--- src/hdl/prt_pkg.sv ---
// Shared types and constants for the point range tracker.
package prt_pkg;

    localparam int OUT_W       = 32;
    localparam int QUEUE_DEPTH = 2;

    typedef struct packed {
        logic               restart;
        logic signed [31:0] x_coord;
        logic signed [31:0] y_coord;
        logic signed [31:0] z_coord;
        logic signed [31:0] intensity;
        logic               intensity_valid;
    } point_t;

    typedef struct packed {
        logic signed [31:0] min_x;
        logic signed [31:0] max_x;
        logic signed [31:0] min_y;
        logic signed [31:0] max_y;
        logic signed [31:0] min_z;
        logic signed [31:0] max_z;
        logic        [31:0] min_dist;
        logic        [31:0] max_dist;
        logic signed [31:0] min_intensity;
        logic signed [31:0] max_intensity;
        logic               intensity_seen;
    } range_set_t;

    typedef enum logic [1:0] {
        FR_IDLE,
        FR_MUL,
        FR_PUSH
    } front_state_t;

    typedef enum logic [1:0] {
        BK_IDLE,
        BK_ROOT,
        BK_FOLD
    } back_state_t;

    typedef enum logic [1:0] {
        AXIS_X,
        AXIS_Y,
        AXIS_Z
    } axis_t;

endpackage

--- src/hdl/prt_queue.sv ---
// Two-entry queue between the front end and the back end.
module prt_queue #(
    parameter int WIDTH = 194
) (
    input  logic             clk,
    input  logic             rst_n,
    input  logic             push_valid,
    output logic             push_ready,
    input  logic [WIDTH-1:0] push_data,
    output logic             pop_valid,
    input  logic             pop_ready,
    output logic [WIDTH-1:0] pop_data
);

    localparam int PTR_W = $clog2(prt_pkg::QUEUE_DEPTH);
    localparam int CNT_W = $clog2(prt_pkg::QUEUE_DEPTH + 1);
    localparam logic [PTR_W-1:0] LAST_PTR = PTR_W'(prt_pkg::QUEUE_DEPTH - 1);
    localparam logic [CNT_W-1:0] FULL_CNT = CNT_W'(prt_pkg::QUEUE_DEPTH);

    logic [WIDTH-1:0] slot_reg [prt_pkg::QUEUE_DEPTH];
    logic [PTR_W-1:0] wr_ptr_reg, rd_ptr_reg;
    logic [CNT_W-1:0] count_reg;
    logic             do_push, do_pop;

    assign push_ready = (count_reg != FULL_CNT);
    assign pop_valid  = (count_reg != '0);
    assign pop_data   = slot_reg[rd_ptr_reg];
    assign do_push    = push_valid && push_ready;
    assign do_pop     = pop_valid && pop_ready;

    always_ff @(posedge clk or negedge rst_n)
    begin
        if (!rst_n)
        begin
            wr_ptr_reg <= '0;
            rd_ptr_reg <= '0;
            count_reg  <= '0;
        end
        else
        begin
            if (do_push)
            begin
                wr_ptr_reg <= (wr_ptr_reg == LAST_PTR) ? '0 : wr_ptr_reg + 1'b1;
            end
            if (do_pop)
            begin
                rd_ptr_reg <= (rd_ptr_reg == LAST_PTR) ? '0 : rd_ptr_reg + 1'b1;
            end
            if (do_push && !do_pop)
            begin
                count_reg <= count_reg + 1'b1;
            end
            else if (do_pop && !do_push)
            begin
                count_reg <= count_reg - 1'b1;
            end
        end
    end

    always_ff @(posedge clk)
    begin
        if (do_push)
        begin
            slot_reg[wr_ptr_reg] <= push_data;
        end
    end

`ifndef NO_ASSERTIONS
    a_push_shows_up: assert property (@(posedge clk) disable iff (!rst_n)
        (do_push && count_reg == '0) |=> pop_valid)
        else $error("A request pushed into the empty queue did not appear at its head.");
`endif

endmodule

--- config.mk ---
export PLATFORM = sky130hd
export DESIGN_NAME = prt_queue
export DESIGN_NICKNAME = d
export VERILOG_FILES = /design/src/hdl/prt_pkg.sv /design/src/hdl/prt_queue.sv
export SDC_FILE = /design/constraint.sdc
export NUM_CORES = 1
export LEC_CHECK = 0
export BUFFER_PORTS_ARGS = -buffer_cell sky130_fd_sc_hd__buf_2
export CAP_MARGIN = 5
export CORE_ASPECT_RATIO = 1.75
export CORE_MARGIN = 2
export CORE_UTILIZATION = 52
export DETAILED_ROUTE_END_ITERATION = 7
export PLACE_DENSITY = 0.88
export SLEW_MARGIN = 20
export SYNTH_ARGS = -nofsm -noshare
export SYNTH_HDL_FRONTEND = slang
export SYNTH_SLANG_ARGS = --single-unit
--- constraint.sdc ---
create_clock -name clk -period 10.9 [get_ports clk]
set_input_delay 0.545 -clock clk [delete_from_list [all_inputs] [get_ports clk]]
set_output_delay 0.545 -clock clk [all_outputs]
set_load 0.01 [all_outputs]
**Word level (Yosys, flattened, before mapping)**

Memory sizes are Yosys's and may differ from the RTL's.
Cells that the tools add are included.

- Add/sub/neg operators: 4
- Equal/unequal tests: 1
- Muxes and demuxes: 6
- Reduce and logical (&&, ||, !) cells: 8

Operator list:

| operator | count |
|---|---|
| $logic_and 1x1->1 | 4 |
| $mux 1 | 4 |
| $mux 2 | 2 |
| $reduce_bool 2->1 | 2 |
| $add 1x1->1 const B | 2 |
| $add 2x1->2 const B | 1 |
| $logic_not 1->1 | 2 |
| $ne 2x2->1 const B | 1 |
| $sub 2x1->2 const B | 1 |

- Register bits: 4
- Bits in writable memories: 388
- Bits of input ports: 198
- Memories kept: 1

Memories:

| memory | depth | bits a word | read ports | clocked after memory_dff | write ports | line | source |
|---|---|---|---|---|---|---|---|
| slot_reg | 2 | 194 | 1 | 0 | 1 | prt_queue.sv:20 | `logic [WIDTH-1:0] slot_reg [prt_pkg::QUEUE_DEPTH];` |

**Longest topological paths before layout**

Gate-level depths: netlist (run 1).

- Depth after elaboration: 6
- Gate-level depth with buffers: 7
- Gate-level depth less buffers: 7

**Least setup slack after synthesis (run 1)**

OpenSTA, ideal clock, no wires.

- Path kind: register to register
- Start point: reg count_reg[0]
- End point: mem slot_reg[0][0] (enable)
- Setup time: 0.751 ns
- Arrival time: 8.743 ns
- Required time: 10.149 ns
- Slack: 1.405 ns
- Cell stages (with the launch flop): 4
- Path buffers: 0
- Period minus slack after synthesis: 9.495 ns
- Cells stage by stage: dfrtp_1 nand2b_1 nand2_1 nor2_1

- Cells in the longest elaborated chain, start to end: 4

RTL lines:

| item | line | source |
|---|---|---|
| start: declaration | prt_queue.sv:22 | `logic [CNT_W-1:0] count_reg;` |
| start signal: assignment | prt_queue.sv:51 | `count_reg <= count_reg + 1'b1;` |
| start signal: assignment | prt_queue.sv:55 | `count_reg <= count_reg - 1'b1;` |
| $ne 2x2->1 | prt_queue.sv:25 | `assign push_ready = (count_reg != FULL_CNT);` |
| net push_ready | prt_queue.sv:8 | `output logic push_ready,` |
| $logic_and 1x1->1 | prt_queue.sv:28 | `assign do_push = push_valid && push_ready;` |
| $mux 1 | prt_queue.sv:62 | `if (do_push)` |
| $mux 1 (implied by the code) | prt_queue.sv:64 | `slot_reg[wr_ptr_reg] <= push_data;` |
| end: declaration | prt_queue.sv:20 |  |

The timed path passes the listed nets, and every way through them passes these cells.

**Final worst setup path (run 1)**

- Start point: reg rd_ptr_reg
- End point: out pop_data[125]

- Cells in the longest elaborated chain, start to end: 1

RTL lines:

| item | line | source |
|---|---|---|
| start: declaration | prt_queue.sv:21 | `logic [PTR_W-1:0] wr_ptr_reg, rd_ptr_reg;` |
| start signal: assignment | prt_queue.sv:47 | `rd_ptr_reg <= (rd_ptr_reg == LAST_PTR) ? '0 : rd_ptr_reg + 1'b1;` |
| $mem_v2 2x194 | -- |  |
| end: declaration | prt_queue.sv:12 | `output logic [WIDTH-1:0] pop_data` |

No other way between the ends.

==> results of run 1 <==
==> path summary, 6_finish.rpt <==
kind	end	depth (start not counted)	start
max	pop_data[125]	4	rd_ptr_reg
min	slot_reg[1][119]	1	push_data[119]
max reg2reg	slot_reg[0][16]	5	count_reg[0]
min reg2reg	count_reg[1]	1	count_reg[1]
max in group asynchronous	rd_ptr_reg	2	rst_n
min in group asynchronous	wr_ptr_reg	2	rst_n
==> Yosys cell counts <==
cell / n
inv_1: 1
mux2_4: 150
dfrtp_1: 4
ha_1: 1
mux2_2: 44
edfxtp_1: 388
nand2_1: 2
xnor2_1: 3
nand2b_1: 1
xor2_1: 2
and3_1: 1
or2_2: 1
buf_6: 18
nor2_1: 2
buf_2: 4
==> timing repair <==
item	CTS	global route
endpoints found under the hold margin	4	0
hold buffers	1	0
buffers inserted	0	0
==> logic make-up after synthesis <==
group / synth area share
XOR/XNOR: 0.00296
adder cells (fa/ha/maj): 0.000844
buffers and inverters: 0.0153
flip-flops: 0.793
multiplexers: 0.185
AND/OR/NAND/NOR: 0.00228
==> power by group through the flow <==
stage	registers (mW)	logic (mW)	clock network (mW)
after global routing	2.22	1.66	1.18
after CTS	2.19	1.60	1.13
after detailed placement	2.22	1.58	0
after global placement	2.20	1.55	0
after floorplan	2.24	1.12	0
final	2.19	1.57	1.10
==> worst register-to-register path: cells and delay by family (launching register included) <==
family                 cells  cell delay, ns
buffers and inverters      2            1.48
DFF                        1            0.40
and+or+nand+nor            3            0.38
==> cell type report <==
cell class,count,share of cell area
Clock inverter,19,0.00655
Inverter,1,0.000207
Tap cell,373,0.0257
Timing Repair Buffer,402,0.112
Sequential cell,392,0.648
Multi-Input combinational cell,207,0.157
Antenna cell,4,0.000552
Clock buffer,40,0.0493
==> layer usage <==
layer | vias up | GRT usage
li1 | 3307 | -
met1 | 3626 | 0.198
met2 | 313 | 0.369
met3 | 81 | 0.0430
met4 | 0 | 0.0943
met5 | - | 0
==> through the flow <==
stage	util	worst slack [ns]
after global placement	0.611	7.28
final	0.648	6.69
after detailed placement	0.611	7.21
after floorplan	-	1.41
after global routing	0.648	6.50
after CTS	0.648	6.63
==> results.sh, run 1 <==
export IMPL_fin_crit_ns=4.21
export IMPL_leakage_nw=7.19
export IMPL_relSlewSlack=0.317
export IMPL_cts_root_buf="clkbuf_16"
export IMPL_regArea_mm2=0.0118
export IMPL_hp_class="input pin to flip-flop"
export IMPL_grt_first_pass_wirelength_um=43200
export IMPL_power_mw=4.87
export IMPL_syn_area_mm2=0.0148
export IMPL_die_y_um=227
export IMPL_cap_violations=0
export IMPL_synth_yosys_seq_area_share=0.793
export IMPL_core_region_area_mm2=0.0280
export IMPL_peakVddDrop_uv=287
export IMPL_crit_slowest_cell="buf_4"
export IMPL_final_cell_area_mm2=0.0181
export IMPL_sequentialPowerShare=0.451
export IMPL_area_growth_syn_to_layout_pct=22.4
export IMPL_power_switching_mw=1.42
export IMPL_hold_ws_ns=0.219
export IMPL_overflow=0
export IMPL_cts_buffers=34
export IMPL_die_area_mm2=0.0299
export IMPL_grt_antenna_before_repair=4
export IMPL_cp_num_buf_inv=3
export IMPL_mostFrequentLayoutCell="buf_2"
export IMPL_critPathLaunchType="flip-flop"
export IMPL_synth_seq_cells=392
export IMPL_swShare=0.292
export IMPL_place_gp_congestion=0.822
export IMPL_powerDensity_mw_per_mm2=268
export IMPL_hpwl_um=21300
export IMPL_end_kind="primary output"
export IMPL_multiInputGateArea_mm2=0.00285
export IMPL_internal_power_mw=3.45
export IMPL_setup_tns_ns=0
export IMPL_fill_cells=1898
export IMPL_pwr_share_clk=0.227
export IMPL_ys_warn_count=0
export IMPL_finalHoldViolations=0
export IMPL_rsz0062_at_grt="false"
export IMPL_tightest_slew_ns=1.02
export IMPL_pwr_share_comb=0.322
export IMPL_cts_htree_levels=2
export IMPL_grt_max_degree=77
export IMPL_rows=81
export IMPL_r2r_setup_slack_ns=8.18
export IMPL_clkLatencyLatePin_ns=0.51
export IMPL_synth_area_top_cells="edfxtp_1 (79%), mux2_4 (15%), mux2_2 (3.3%)"
export IMPL_port_buffers=393
export IMPL_syn_area_per_cell_um2=23.8
export IMPL_synthCells=622
export IMPL_dr_wl_met3_um=1670
export IMPL_fmax_mhz=238
export IMPL_clkSlewWorstSetupHoldPaths_ns=0.06
export IMPL_drt_pass1_iterations=4
export IMPL_syn_nets=821
export IMPL_crit_required_ns=10.36
export IMPL_path_common_cell="buf_4"
export IMPL_max_stage_delay_ns=0.92
export IMPL_final_nets=1237
export IMPL_drt_total_wl_um=30400
export IMPL_route_vias_total=7327
export IMPL_clk_path_buf_depth=3
export IMPL_fin_skew_ns=0.0142
export IMPL_stdcell_count=1438
export IMPL_critPathTopFamily="buffers and inverters"
export IMPL_crit_chain="buf_4 -> buf_4 -> mux2_4 -> buf_2"
export IMPL_place_area_mm2=0.0171
export IMPL_arrival_ns=3.66
export IMPL_drcViolationCount=0
export IMPL_start_util=0.530
export IMPL_post_cts_resized=0
export IMPL_drv_slew=0
export IMPL_ioPinCount=394
export IMPL_largest_reg_flops=388
export IMPL_placed_cells=1374
export IMPL_status="complete, no violations"
export IMPL_drt_initial_drc_count=364
export IMPL_route_met2_wl_um=17300
export IMPL_grt_usage=0.193
export IMPL_synth_top_cell_area_share=0.786
export IMPL_yosys_area_top_type="edfxtp_1"
export IMPL_drt_met1_wl_um=10200
export IMPL_setup_viol=0
export IMPL_final_cell_mix="buf_2 (393), edfxtp_1 (388), mux2_4 (150), mux2_2 (44), clkbuf_16 (35)"
export IMPL_grt_pass1_vias=7646
export IMPL_fin_crit_sh=0.386
export IMPL_die_w_um=132
export IMPL_drive_above_1_share=0.607
export IMPL_cts_sinks=392
export IMPL_routedWlPerCell_um=21.1
export IMPL_ys_types=15
export IMPL_maxUsedRoutingLayer="met4"
export IMPL_viasPerCell=5.10
export IMPL_crit_fanout=58
export IMPL_cts_tree="built"
export IMPL_ant_nets=0
export IMPL_critPathKind="flip-flop to primary output"
No activity file was read; power rests on OpenSTA's default activity.
==> run 2, diff against run 1 <==
- CORE_UTILIZATION: 52 -> 47
- PLACE_DENSITY: 0.88 -> 0.84
- clock period: 10.9 -> 3.4 ns (I/O delays scaled with it)
==> results.sh, run 2 (same netlist as run 1, synthesis figures left out) <==
export IMPL_status="complete, no violations"
export IMPL_clkSlewWorstSetupHoldPaths_ns=0.06
export IMPL_fin_crit_sh=0.729
export IMPL_powerDensity_mw_per_mm2=792
export IMPL_ctsHoldBuffers=199
export IMPL_stdcell_count=1660
export IMPL_grt_usage=0.201
export IMPL_final_cell_area_mm2=0.0203
export IMPL_route_vias_total=8282
export IMPL_fin_crit_ns=2.48
export IMPL_start_util=0.473
export IMPL_r2r_start="count_reg[0]"
export IMPL_drv_slew=0
export IMPL_die_w_um=138
export IMPL_area_growth_syn_to_layout_pct=37.0
export IMPL_max_stage_delay_ns=0.79
export IMPL_ioPinCount=394
export IMPL_cap_violations=0
export IMPL_placed_cells=1399
export IMPL_post_cts_resized=0
export IMPL_power_mw=16.1
export IMPL_drt_total_wl_um=34400
export IMPL_fin_skew_ns=0.0235
export IMPL_grt_pass1_vias=9041
export IMPL_cp_num_buf_inv=2
export IMPL_drt_pass1_iterations=4
export IMPL_hp_class="input pin to flip-flop"
export IMPL_cts_setup_buffers=0
export IMPL_drive_above_1_share=0.511
export IMPL_drcViolationCount=0
export IMPL_port_buffers=393
export IMPL_leakage_nw=8.07
export IMPL_end_kind="primary output"
export IMPL_drt_initial_drc_count=436
export IMPL_mostFrequentLayoutCell="buf_2"
export IMPL_peakVddDrop_uv=806
export IMPL_grt_max_degree=104
export IMPL_die_y_um=239
export IMPL_place_gp_congestion=0.741
export IMPL_overflow=0
export IMPL_cp_startpoint="rd_ptr_reg"
export IMPL_hold_ws_ns=0.370
export IMPL_arrival_ns=2.31
export IMPL_grt_antenna_before_repair=2
export IMPL_cts_sinks=392
export IMPL_relSlewSlack=0.587
export IMPL_viasPerCell=4.99
export IMPL_die_area_mm2=0.0330
export IMPL_clk_path_buf_depth=3
export IMPL_largest_reg_flops=388
export IMPL_cts_tree="built"
export IMPL_final_cell_mix="buf_2 (393), edfxtp_1 (388), dlygate4sd3_1 (199), mux2_4 (150), mux2_2 (44)"
export IMPL_place_area_mm2=0.0173
export IMPL_core_region_area_mm2=0.0313
export IMPL_hp_start="push_data[116]"
export IMPL_cts_buffers=35
export IMPL_final_nets=1438
export IMPL_routedWlPerCell_um=20.7
export IMPL_setup_viol=0
export IMPL_crit_slowest_cell="dfrtp_4"
export IMPL_critPathKind="flip-flop to primary output"
export IMPL_hpwl_um=20800
export IMPL_critPathTopFamily="flip-flops"
export IMPL_finalHoldViolations=0
export IMPL_fmax_mhz=403
export IMPL_rows=86
export IMPL_cts_htree_levels=2
export IMPL_grt_first_pass_wirelength_um=50900
export IMPL_critPathLaunchType="flip-flop"
export IMPL_crit_required_ns=3.23
export IMPL_crit_fanout=55
export IMPL_post_route_util=0.648
export IMPL_clkLatencyLatePin_ns=0.52
export IMPL_crit_chain="buf_12 -> mux2_4 -> buf_2"
export IMPL_rsz0062_at_grt="false"
export IMPL_cts_root_buf="clkbuf_16"
export IMPL_ant_nets=0
export IMPL_tightest_slew_ns=0.619
[run 2: area by class of cell]
| cell class | count | area (um2) |
|---|---|---|
| sequential | 392 | 11800 |
| fill | 2033 | 11000 |
| timing repair buffer | 602 | 4130 |
| multi-input combinational | 207 | 2870 |
| clock buffer | 49 | 991 |
| tap | 396 | 495 |
| clock inverter | 11 | 48.8 |
| antenna | 2 | 5.00 |
| inverter | 1 | 3.75 |
[run 2: per-stage QoR]
stage | setup TNS, ns | worst slack [ns]
global route | 0 | 0.811
floorplan | -98.44 | -0.506
finish | 0 | 0.920
CTS | 0 | 0.869
detailed placement | 0 | 1.44
global placement | 0 | 1.46
[run 2: where the power goes]
group	internal [mW]	switching [mW]	leakage (nW)	total, mW
logic	2.70	2.70	3.92	5.40
registers	6.61	0.400	3.65	7.01
clock network	2.03	1.62	0.507	3.65
total	11.3	4.73	8.07	16.1
[run 2: path summary, 6_finish.rpt]
| check | endpoint | slack [ns] | depth (start not counted) |
|---|---|---|---|
| setup / recovery | pop_data[126] | 0.92 | 3 |
| hold / removal | slot_reg[1][116] | 0.37 | 2 |
| setup reg to reg | slot_reg[1][117] | 1.51 | 3 |
| hold reg to reg | count_reg[0] | 0.55 | 1 |
| max in group asynchronous | rd_ptr_reg | 2.02 | 4 |
| min in group asynchronous | wr_ptr_reg | 0.56 | 3 |
[run 2: routing by layer]
metal | vias to the layer above | share of wire | wire, um | track usage
li1 | 3711 | - | - | -
met1 | 4144 | 0.34 | 11700 | 0.210
met2 | 348 | 0.57 | 19600 | 0.386
met3 | 79 | 0.050 | 1720 | 0.0389
met4 | 0 | 0.040 | 1360 | 0.0912
met5 | - | 0 | 0 | 0
