`src/hdl/prt_pkg.sv`:
```
// Shared types and constants for the point range tracker.
package prt_pkg;

    localparam int OUT_W       = 32;
    localparam int QUEUE_DEPTH = 2;

    typedef struct packed {
        logic               restart;
        logic signed [31:0] x_coord;
        logic signed [31:0] y_coord;
        logic signed [31:0] z_coord;
        logic signed [31:0] intensity;
        logic               intensity_valid;
    } point_t;

    typedef struct packed {
        logic signed [31:0] min_x;
        logic signed [31:0] max_x;
        logic signed [31:0] min_y;
        logic signed [31:0] max_y;
        logic signed [31:0] min_z;
        logic signed [31:0] max_z;
        logic        [31:0] min_dist;
        logic        [31:0] max_dist;
        logic signed [31:0] min_intensity;
        logic signed [31:0] max_intensity;
        logic               intensity_seen;
    } range_set_t;

    typedef enum logic [1:0] {
        FR_IDLE,
        FR_MUL,
        FR_PUSH
    } front_state_t;

    typedef enum logic [1:0] {
        BK_IDLE,
        BK_ROOT,
        BK_FOLD
    } back_state_t;

    typedef enum logic [1:0] {
        AXIS_X,
        AXIS_Y,
        AXIS_Z
    } axis_t;

endpackage

```
`src/hdl/prt_if.sv`:
```


interface prt_range_if;
    logic                 valid;
    logic                 ready;
    prt_pkg::range_set_t  data;

    modport source (output valid, output data, input ready);
    modport sink (input valid, input data, output ready);
endinterface

```
`src/hdl/prt_back.sv`:
```
// Back end: square root of the sum of squares, range folding and the result register.
module prt_back #(
    parameter int  COORD_WIDTH = 32,
    parameter int  FRAC_BITS   = 16,
    localparam int ENT_W       = 6 * COORD_WIDTH + 2
) (
    input  logic             clk,
    input  logic             rst_n,
    input  logic             pop_valid,
    output logic             pop_ready,
    input  logic [ENT_W-1:0] pop_data,
    prt_range_if.source      ranges
);

    localparam int CW    = COORD_WIDTH;
    localparam int SUM_W = 2 * CW;
    localparam int CNT_W = $clog2(CW);
    localparam logic [CNT_W-1:0] LAST_STEP = CNT_W'(CW - 1);
    localparam logic signed [CW-1:0] S_MAX = {1'b0, {(CW - 1){1'b1}}};
    localparam logic signed [CW-1:0] S_MIN = {1'b1, {(CW - 1){1'b0}}};
    localparam logic [prt_pkg::OUT_W-1:0] ONE_Q = prt_pkg::OUT_W'(1) << FRAC_BITS;

    prt_pkg::back_state_t state_reg, state_next;

    logic                 restart_e;
    logic signed [CW-1:0] x_e, y_e, z_e, inten_e;
    logic                 ivalid_e;
    logic [SUM_W-1:0]     rad_reg;
    logic [CW:0]          rem_reg;
    logic [CW-1:0]        root_reg;
    logic [CNT_W-1:0]     cnt_reg;

    logic signed [CW-1:0] lo_x_reg, hi_x_reg, lo_y_reg, hi_y_reg, lo_z_reg, hi_z_reg;
    logic signed [CW-1:0] lo_i_reg, hi_i_reg;
    logic [CW-1:0]        lo_d_reg, hi_d_reg;
    logic                 present_reg;

    logic signed [CW-1:0] lo_x_b, hi_x_b, lo_y_b, hi_y_b, lo_z_b, hi_z_b, lo_i_b, hi_i_b;
    logic [CW-1:0]        lo_d_b, hi_d_b;
    logic signed [CW-1:0] lo_x_next, hi_x_next, lo_y_next, hi_y_next, lo_z_next, hi_z_next;
    logic signed [CW-1:0] lo_i_next, hi_i_next;
    logic [CW-1:0]        lo_d_next, hi_d_next;
    logic                 present_next;

    logic [CW+1:0]        rem_sh, trial;
    logic                 fits;
    logic                 take, fold_en, out_valid_reg;
    prt_pkg::range_set_t  res_reg, res_next;

    always_comb
    begin
        state_next = state_reg;
        case (state_reg)
            prt_pkg::BK_IDLE:
            begin
                if (pop_valid)
                begin
                    state_next = prt_pkg::BK_ROOT;
                end
            end
            prt_pkg::BK_ROOT:
            begin
                if (cnt_reg == LAST_STEP)
                begin
                    state_next = prt_pkg::BK_FOLD;
                end
            end
            prt_pkg::BK_FOLD:
            begin
                if (!out_valid_reg || ranges.ready)
                begin
                    state_next = prt_pkg::BK_IDLE;
                end
            end
            default:
            begin
                state_next = prt_pkg::BK_IDLE;
            end
        endcase
    end

    always_comb
    begin
        pop_ready = 1'b0;
        fold_en   = 1'b0;
        case (state_reg)
            prt_pkg::BK_IDLE:
            begin
                pop_ready = 1'b1;
            end
            prt_pkg::BK_FOLD:
            begin
                fold_en = !out_valid_reg || ranges.ready;
            end
            default:
            begin
                pop_ready = 1'b0;
                fold_en   = 1'b0;
            end
        endcase
    end

    assign take = pop_valid && pop_ready;

    // One root bit per cycle: bring down two radicand bits and try 4 * root + 1.
    assign rem_sh = {rem_reg[CW-1:0], rad_reg[SUM_W-1 -: 2]};
    assign trial  = {root_reg, 2'b01};
    assign fits   = (rem_sh >= trial);

    always_ff @(posedge clk or negedge rst_n)
    begin
        if (!rst_n)
        begin
            state_reg <= prt_pkg::BK_IDLE;
            cnt_reg   <= '0;
        end
        else
        begin
            state_reg <= state_next;
            if (take)
            begin
                cnt_reg <= '0;
            end
            else if (state_reg == prt_pkg::BK_ROOT)
            begin
                cnt_reg <= cnt_reg + 1'b1;
            end
        end
    end

    always_ff @(posedge clk)
    begin
        if (take)
        begin
            {restart_e, x_e, y_e, z_e, inten_e, ivalid_e, rad_reg} <= pop_data;
            rem_reg  <= '0;
            root_reg <= '0;
        end
        else if (state_reg == prt_pkg::BK_ROOT)
        begin
            rad_reg  <= {rad_reg[SUM_W-3:0], 2'b00};
            rem_reg  <= fits ? (CW + 1)'(rem_sh - trial) : (CW + 1)'(rem_sh);
            root_reg <= {root_reg[CW-2:0], fits};
        end
    end

    always_comb
    begin
        lo_x_b = restart_e ? S_MAX : lo_x_reg;
        hi_x_b = restart_e ? S_MIN : hi_x_reg;
        lo_y_b = restart_e ? S_MAX : lo_y_reg;
        hi_y_b = restart_e ? S_MIN : hi_y_reg;
        lo_z_b = restart_e ? S_MAX : lo_z_reg;
        hi_z_b = restart_e ? S_MIN : hi_z_reg;
        lo_i_b = restart_e ? S_MAX : lo_i_reg;
        hi_i_b = restart_e ? S_MIN : hi_i_reg;
        lo_d_b = restart_e ? '1 : lo_d_reg;
        hi_d_b = restart_e ? '0 : hi_d_reg;

        lo_x_next = (x_e < lo_x_b) ? x_e : lo_x_b;
        hi_x_next = (x_e > hi_x_b) ? x_e : hi_x_b;
        lo_y_next = (y_e < lo_y_b) ? y_e : lo_y_b;
        hi_y_next = (y_e > hi_y_b) ? y_e : hi_y_b;
        lo_z_next = (z_e < lo_z_b) ? z_e : lo_z_b;
        hi_z_next = (z_e > hi_z_b) ? z_e : hi_z_b;
        lo_d_next = (root_reg < lo_d_b) ? root_reg : lo_d_b;
        hi_d_next = (root_reg > hi_d_b) ? root_reg : hi_d_b;

        if (ivalid_e)
        begin
            lo_i_next = (inten_e < lo_i_b) ? inten_e : lo_i_b;
            hi_i_next = (inten_e > hi_i_b) ? inten_e : hi_i_b;
        end
        else
        begin
            lo_i_next = lo_i_b;
            hi_i_next = hi_i_b;
        end
        present_next = ivalid_e || (present_reg && !restart_e);
    end

    // Coordinates and distance are folded with every point, so only intensity can be unseen.
    always_comb
    begin
        res_next.min_x          = prt_pkg::OUT_W'(lo_x_next);
        res_next.max_x          = prt_pkg::OUT_W'(hi_x_next);
        res_next.min_y          = prt_pkg::OUT_W'(lo_y_next);
        res_next.max_y          = prt_pkg::OUT_W'(hi_y_next);
        res_next.min_z          = prt_pkg::OUT_W'(lo_z_next);
        res_next.max_z          = prt_pkg::OUT_W'(hi_z_next);
        res_next.min_dist       = prt_pkg::OUT_W'(lo_d_next);
        res_next.max_dist       = prt_pkg::OUT_W'(hi_d_next);
        res_next.min_intensity  = present_next ? prt_pkg::OUT_W'(lo_i_next) : '0;
        res_next.max_intensity  = present_next ? prt_pkg::OUT_W'(hi_i_next) : ONE_Q;
        res_next.intensity_seen = present_next;
    end

    always_ff @(posedge clk or negedge rst_n)
    begin
        if (!rst_n)
        begin
            lo_x_reg      <= S_MAX;
            hi_x_reg      <= S_MIN;
            lo_y_reg      <= S_MAX;
            hi_y_reg      <= S_MIN;
            lo_z_reg      <= S_MAX;
            hi_z_reg      <= S_MIN;
            lo_i_reg      <= S_MAX;
            hi_i_reg      <= S_MIN;
            lo_d_reg      <= '1;
            hi_d_reg      <= '0;
            present_reg   <= 1'b0;
            out_valid_reg <= 1'b0;
        end
        else
        begin
            if (fold_en)
            begin
                lo_x_reg      <= lo_x_next;
                hi_x_reg      <= hi_x_next;
                lo_y_reg      <= lo_y_next;
                hi_y_reg      <= hi_y_next;
                lo_z_reg      <= lo_z_next;
                hi_z_reg      <= hi_z_next;
                lo_i_reg      <= lo_i_next;
                hi_i_reg      <= hi_i_next;
                lo_d_reg      <= lo_d_next;
                hi_d_reg      <= hi_d_next;
                present_reg   <= present_next;
                out_valid_reg <= 1'b1;
            end
            else if (ranges.ready)
            begin
                out_valid_reg <= 1'b0;
            end
        end
    end

    always_ff @(posedge clk)
    begin
        if (fold_en)
        begin
            res_reg <= res_next;
        end
    end

    assign ranges.valid = out_valid_reg;
    assign ranges.data  = res_reg;

`ifndef NO_ASSERTIONS
    a_dist_order: assert property (@(posedge clk) disable iff (!rst_n)
        ranges.valid |-> ranges.data.min_dist <= ranges.data.max_dist)
        else $error("Reported distance range is inverted.");

    a_x_order: assert property (@(posedge clk) disable iff (!rst_n)
        ranges.valid |-> $signed(ranges.data.min_x) <= $signed(ranges.data.max_x))
        else $error("Reported x range is inverted.");

    a_intensity_order: assert property (@(posedge clk) disable iff (!rst_n)
        (ranges.valid && ranges.data.intensity_seen) |->
            $signed(ranges.data.min_intensity) <= $signed(ranges.data.max_intensity))
        else $error("Reported intensity range is inverted although intensity was seen.");
`endif

endmodule

```
`src/flat_wrapper.sv`:
```
// flat-port wrapper written by rule: the top's interface ports become plain ports
module prt_back_flat 
#(
    parameter int  COORD_WIDTH = 32,
    parameter int  FRAC_BITS   = 16,
    localparam int ENT_W       = 6 * COORD_WIDTH + 2
)
  (clk, rst_n, pop_valid, pop_ready, pop_data, ranges_valid, ranges_data, ranges_ready);
  prt_range_if ranges_i ();
  input  logic clk;
  input  logic rst_n;
  input  logic pop_valid;
  output logic pop_ready;
  input  logic [ENT_W-1:0] pop_data;
  output wire logic [$bits(ranges_i.valid)-1:0] ranges_valid;
  output wire logic [$bits(ranges_i.data)-1:0] ranges_data;
  input wire logic [$bits(ranges_i.ready)-1:0] ranges_ready;
  assign ranges_valid = ranges_i.valid;
  assign ranges_data = ranges_i.data;
  assign ranges_i.ready = ranges_ready;
  prt_back #(.COORD_WIDTH(COORD_WIDTH), .FRAC_BITS(FRAC_BITS)) u_core (.clk(clk), .rst_n(rst_n), .pop_valid(pop_valid), .pop_ready(pop_ready), .pop_data(pop_data), .ranges(ranges_i));
endmodule
```
`config.mk`:
```
export PLATFORM = sky130hd
export DESIGN_NAME = prt_back_flat
export DESIGN_NICKNAME = d
export VERILOG_FILES = /design/src/hdl/prt_pkg.sv /design/src/hdl/prt_if.sv /design/src/hdl/prt_back.sv /design/src/flat_wrapper.sv
export SDC_FILE = /design/constraint.sdc
export NUM_CORES = 2
export LEC_CHECK = 0
export BUFFER_PORTS_ARGS = -buffer_cell sky130_fd_sc_hd__buf_2
export CORE_MARGIN = 1.5
export CORE_UTILIZATION = 45
export DETAILED_ROUTE_END_ITERATION = 8
export PLACE_DENSITY_LB_ADDON = 0.25
export SLEW_MARGIN = 20
export SYNTH_ARGS = -nofsm -noshare
export SYNTH_HDL_FRONTEND = slang
export SYNTH_SLANG_ARGS = --single-unit
```
`constraint.sdc`:
```
create_clock -name clk -period 10.7 [get_ports clk]
set_input_delay 0.535 -clock clk [delete_from_list [all_inputs] [get_ports clk]]
set_output_delay 0.535 -clock clk [all_outputs]
set_load 0.1 [all_outputs]
```
* Word level (Yosys, flattened, before mapping)
Index checks and enable logic that the tools add are counted. Widths: inputs -> output; s select.
Word-level totals: register bits after elaboration 908, input bits 198, logic and storage cells 98
Cells by class: $add $sub $neg 2, $lt $le $gt $ge 11, equal/unequal tests 6, mux-type cells 35, reduce and logical (&&, ||, !) cells 10
Operators by type and width (number):
- $mux 32 | 23
- $gt 32x32->1 | 5
- $lt 32x32->1 | 5
- $mux 64 | 2
- $ge 34x34->1 | 1
- $sub 32x32->32 | 1
- $mux 5 | 2
- $mux 2 | 3
- $pmux 2 s3 | 1
- $add 5x1->5 const B | 1
- $eq 5x5->1 const B | 1
- $mux 1 | 4
- $ne 2x1->1 const B | 2
- $reduce_bool 2->1 | 2
- $reduce_and 3->1 | 1
- $eq 2x1->1 const B | 1
- $eq 2x2->1 const B | 1
- $logic_and 1x1->1 | 2
- $logic_not 1->1 | 2
- $logic_not 2->1 | 1
- $logic_or 1x1->1 | 2
- $ne 2x2->1 const B | 1

* Longest topological paths before layout
word-level depth 4, mapped depth 18, gate-level depth less buffers 12

* Worst setup path after synthesis
OpenSTA, ideal clock, no wires.
kind register -> register, start reg u_core.out_valid_reg, in the netlist u_core.ranges.valid, end reg u_core.lo_x_reg[21], library setup time 0.386 ns, data arrival time 11.193 ns, setup slack -0.879 ns, cell stages (with the launch flop) 9, buffers on the path 4, period minus slack after synthesis 11.579 ns, path through dfrtp_1 -> nand2b_1 -> nand2b_1 -> clkbuf_1 -> inv_1 -> clkbuf_1 -> clkbuf_1 -> buf_1 -> a31oi_1
On the way: word-level cells in the longest chain between the ends 3
Ends and longest elaborated chain:
- start, declared | RTL line prt_back.sv:47 | logic take, fold_en, out_valid_reg;
- start signal, assigned | RTL line prt_back.sv:213 | out_valid_reg <= 1'b0;
- start signal, assigned | RTL line prt_back.sv:230 | out_valid_reg <= 1'b1;
- start signal, assigned | RTL line prt_back.sv:234 | out_valid_reg <= 1'b0;
- $logic_not 1->1 | RTL line prt_back.sv:93 | fold_en = !out_valid_reg || ranges.ready;
- $logic_or 1x1->1 | RTL line prt_back.sv:93
- $mux 1 | RTL line prt_back.sv:86 | case (state_reg)
- net u_core.fold_en | RTL line prt_back.sv:47
- end signal, assigned | RTL line prt_back.sv:219 | lo_x_reg <= lo_x_next;
- end, declared | RTL line prt_back.sv:33 | logic signed [CW-1:0] lo_x_reg, hi_x_reg, lo_y_reg, hi_y_reg, lo_z_reg, hi_z_reg;
The timed path passes the listed nets, and every way through them passes these cells. A chain may end at the register's enable or synchronous reset.

* Final worst setup path
start reg u_core.restart_e, end reg u_core.res_reg, in the netlist u_core.ranges.data[187] (data pin)
On the way: word-level cells in the longest chain between the ends 3
Ends and longest elaborated chain:
- start, declared | RTL line prt_back.sv:25 | logic restart_e;
- start signal, assigned | RTL line prt_back.sv:135 | {restart_e, x_e, y_e, z_e, inten_e, ivalid_e, rad_reg} <= pop_data;
- $mux 32 (*) | RTL line prt_back.sv:153 | lo_z_b = restart_e ? S_MAX : lo_z_reg;
- $lt 32x32->1 | RTL line prt_back.sv:164 | lo_z_next = (z_e < lo_z_b) ? z_e : lo_z_b;
- $mux 32 (*) | RTL line prt_back.sv:164
- net u_core.lo_z_next[26] | RTL line prt_back.sv:40 | logic signed [CW-1:0] lo_x_next, hi_x_next, lo_y_next, hi_y_next, lo_z_next, hi_z_next;
- end signal, assigned | RTL line prt_back.sv:243 | res_reg <= res_next;
- end, declared | RTL line prt_back.sv:48 | prt_pkg::range_set_t res_reg, res_next;
Mark *: on every way through the listed nets, which the timed path passes. The rest lies on a longest branch.

==> flow_summary.json <==
{
  "fin_ws_ps": 5320,
  "critPathRequiredTime_ps": 11130,
  "clockRootBuffer": "clkbuf_16",
  "ys_ff_latch": 908,
  "cap_violations": 0,
  "ctsHoldBuffers": 100,
  "cts_setup_buffers": 0,
  "wl_per_cell_um": 20.3,
  "path_max_fanout": 132,
  "clk_pin_slew_ps": 60,
  "htreeDepth": 3,
  "viasPerCell": 5.60,
  "grt_pass1_wl_um": 195000,
  "place_congestion": 0.886,
  "relSlewSlack": 0.251,
  "yosysSeqAreaShare": 0.549,
  "drt_iter0_markers": 2506,
  "initial_core_util": 0.456,
  "final_area_um2": 54200,
  "outcome": "finished, final reports clean",
  "arrival_ps": 5810,
  "nets": 5323,
  "cts.repair.resized": 0,
  "fin_skew_ps": 13.8,
  "place_hpwl_um": 84900,
  "tightest_slew_ps": 1120,
  "maxSlewViolCount": 0,
  "hold_slack_ps": 47.1,
  "num_vias": 34821,
  "critPathCaptureType": "register",
  "finalSetupViolations": 0,
  "port_buffers": 520,
  "tns_ps": 0,
  "post-route-period-util": 0.503,
  "clock_latency_ps": 690,
  "hold_class": "input pin to register",
  "synth.distinct_cells": 67,
  "postRouteWirelength_um": 127000,
  "place_area_um2": 49700,
  "synthFlopType": "edfxtp_1",
  "place_ws_ps": 5400,
  "cts_buffers": 100,
  "ys.warnings.count": 0,
  "fmax_ghz": 0.186,
  "synth_common_cells": "nand2_1 (750), edfxtp_1 (515), ha_1 (351), nor2_1 (279), o21ai_0 (278)",
  "synth.area.top_cells": "edfxtp_1 (34%), ha_1 (9.6%), dfrtp_1 (9.2%)",
  "rsz0062_at_grt": "false",
  "cts_tree": "yes",
  "largest_reg_flops": 321,
  "drive_gt1_frac": 0.189,
  "std_cell_rows": 116,
  "final-hold-violation-count": 0,
  "netlist_area_um2": 45900,
  "antenna_found_initial": 9,
  "clock_path_buffers": 3,
  "yosysMostFrequentCell": "nand2_1",
  "drc": 0,
  "synth_largest_area_cell": "edfxtp_1",
  "synth-edff-count": 515,
  "grtUsageTotal": 0.240,
  "antenna_left": 0,
  "async_flop_share": 0.362,
  "start_kind": "register",
  "r2r_setup_slack_ps": 5320,
  "grt_max_degree": 146,
  "syn_nets": 4812,
  "crit_type": "register to register",
  "grt_pass1_vias": 34142,
  "io_pins": 521,
  "synth.avg_cell_area_um2": 10.8,
  "coreArea_um2": 101000,
  "synth_top_area_frac": 0.337,
  "p_leak_nw": 22.8,
  "dieArea_um2": 104000,
  "die_w_um": 322,
  "powerDensity_nw_per_um2": 224,
  "die_h_um": 322,
  "clkSinkCount": 908,
  "first_pass_iters": 5,
  "vdd_drop_max_mv": 0.219,
  "area_growth_pct": 18.2,
  "syn-instance-count": 4263,
  "globalRoute.totalOverflow": 0,
  "min_period_ps": 5380
}
-- final cells by class --
class / count / area [um^2]
clock inverter: 49 / 563
sequential: 908 / 25200
fill: 8803 / 46400
antenna: 2 / 5.00
timing repair buffer: 665 / 4010
multi-input combinational: 2946 / 19200
clock buffer: 141 / 2950
tap: 1357 / 1700
inverter: 153 / 594
-- report_power, final --
group          leakage (nW)  internal (mW)  switching [mW]
registers              9.13           4.36           0.348
clock network          1.70           2.19            1.47
logic                  12.0           1.42            2.36
total                  22.8           7.97            4.18
-- critical path, cell delays in order, from the launching register on --
cell,delay (ps)
edfxtp_1,420
buf_4,730
buf_12,480
nor2_1,120
ha_1,320
a21o_1,160
a21o_1,170
a21oi_1,150
o21ai_0,120
a21oi_1,170
o211ai_1,110
mux2_2,770
nand2_1,610
buf_4,400
o22a_1,200
-- per-stage QoR --
| step | std cells | power [mW] | util |
|---|---|---|---|
| floorplan | 4263 | 7.47 | - |
| global placement | 5928 | 8.41 | 0.494 |
| detailed placement | 5928 | 8.49 | 0.494 |
| CTS | 6218 | 12.2 | 0.539 |
| global route | 6219 | 12.9 | 0.539 |
| finish | 6221 | 12.2 | 0.539 |
-- layout by cell type, fill, tap and decap left out, types with 18 or more instances in the layout --
cell type / synthesis / routed
buf_4: 2 / 41
o211ai_1: 18 / 18
a32o_1: 33 / 32
dlygate4sd3_1: 0 / 100
a211oi_1: 21 / 21
a31oi_1: 37 / 36
o31ai_1: 67 / 66
o21ai_0: 278 / 278
mux2i_1: 202 / 200
nand4_1: 71 / 71
nor2_1: 279 / 279
clkbuf_1: 193 / 22
o21a_1: 24 / 24
dfstp_2: 160 / 160
nand3_1: 88 / 88
dfrtp_1: 169 / 169
ha_1: 351 / 351
a21oi_1: 214 / 210
inv_1: 152 / 149
dfxtp_1: 64 / 64
a211o_1: 36 / 36
nor3_1: 74 / 74
buf_2: 26 / 519
a21o_1: 102 / 102
edfxtp_1: 515 / 515
o22a_1: 122 / 122
nand2_1: 750 / 748
nor2b_1: 25 / 25
clkbuf_16: 0 / 109
-- logic make-up (layout without fill, tap and decap cells) --
| kind of cell | Yosys count | in the layout | share of synthesized area |
|---|---|---|---|
| AOI/OAI and AO/OA | 1016 | 1016 | 0.146 |
| xor gates and xnor gates | 30 | 30 | 0.00573 |
| adders and majority gates | 351 | 351 | 0.0958 |
| buffers and inverters | 409 | 1008 | 0.0355 |
| DFF | 908 | 908 | 0.549 |
| muxes | 206 | 206 | 0.0451 |
| other | 0 | 2 | 0 |
| and+or+nand+nor | 1343 | 1343 | 0.123 |
-- routing by layer --
layer	GRT usage	routed length, um	vias to the layer above
met1	0.328	56200	16984
li1	-	-	16580
met2	0.383	58600	1023
met4	0.0852	4310	8
met3	0.0418	7370	226
met5	0	44	-
-- worst paths after layout --
path,startpoint,cells after the start,to
worst max register to register,u_core.restart_e$_DFFE_PP_,14,u_core.ranges.data[187]$_DFFE_PP_
max in group asynchronous,rst_n,5,u_core.state_reg[0]$_DFFE_PN0P_
min in group asynchronous,rst_n,2,u_core.hi_y_reg[16]$_DFFE_PN0P_
worst min register to register,u_core.rem_reg[0]$_SDFFE_PP0P_,2,u_core.rem_reg[0]$_SDFFE_PP0P_
worst min-delay path,pop_data[87],1,u_core.inten_e[22]$_DFFE_PP_
worst max-delay path,u_core.restart_e$_DFFE_PP_,14,u_core.ranges.data[187]$_DFFE_PP_
Power figures use the tool's default switching activity.
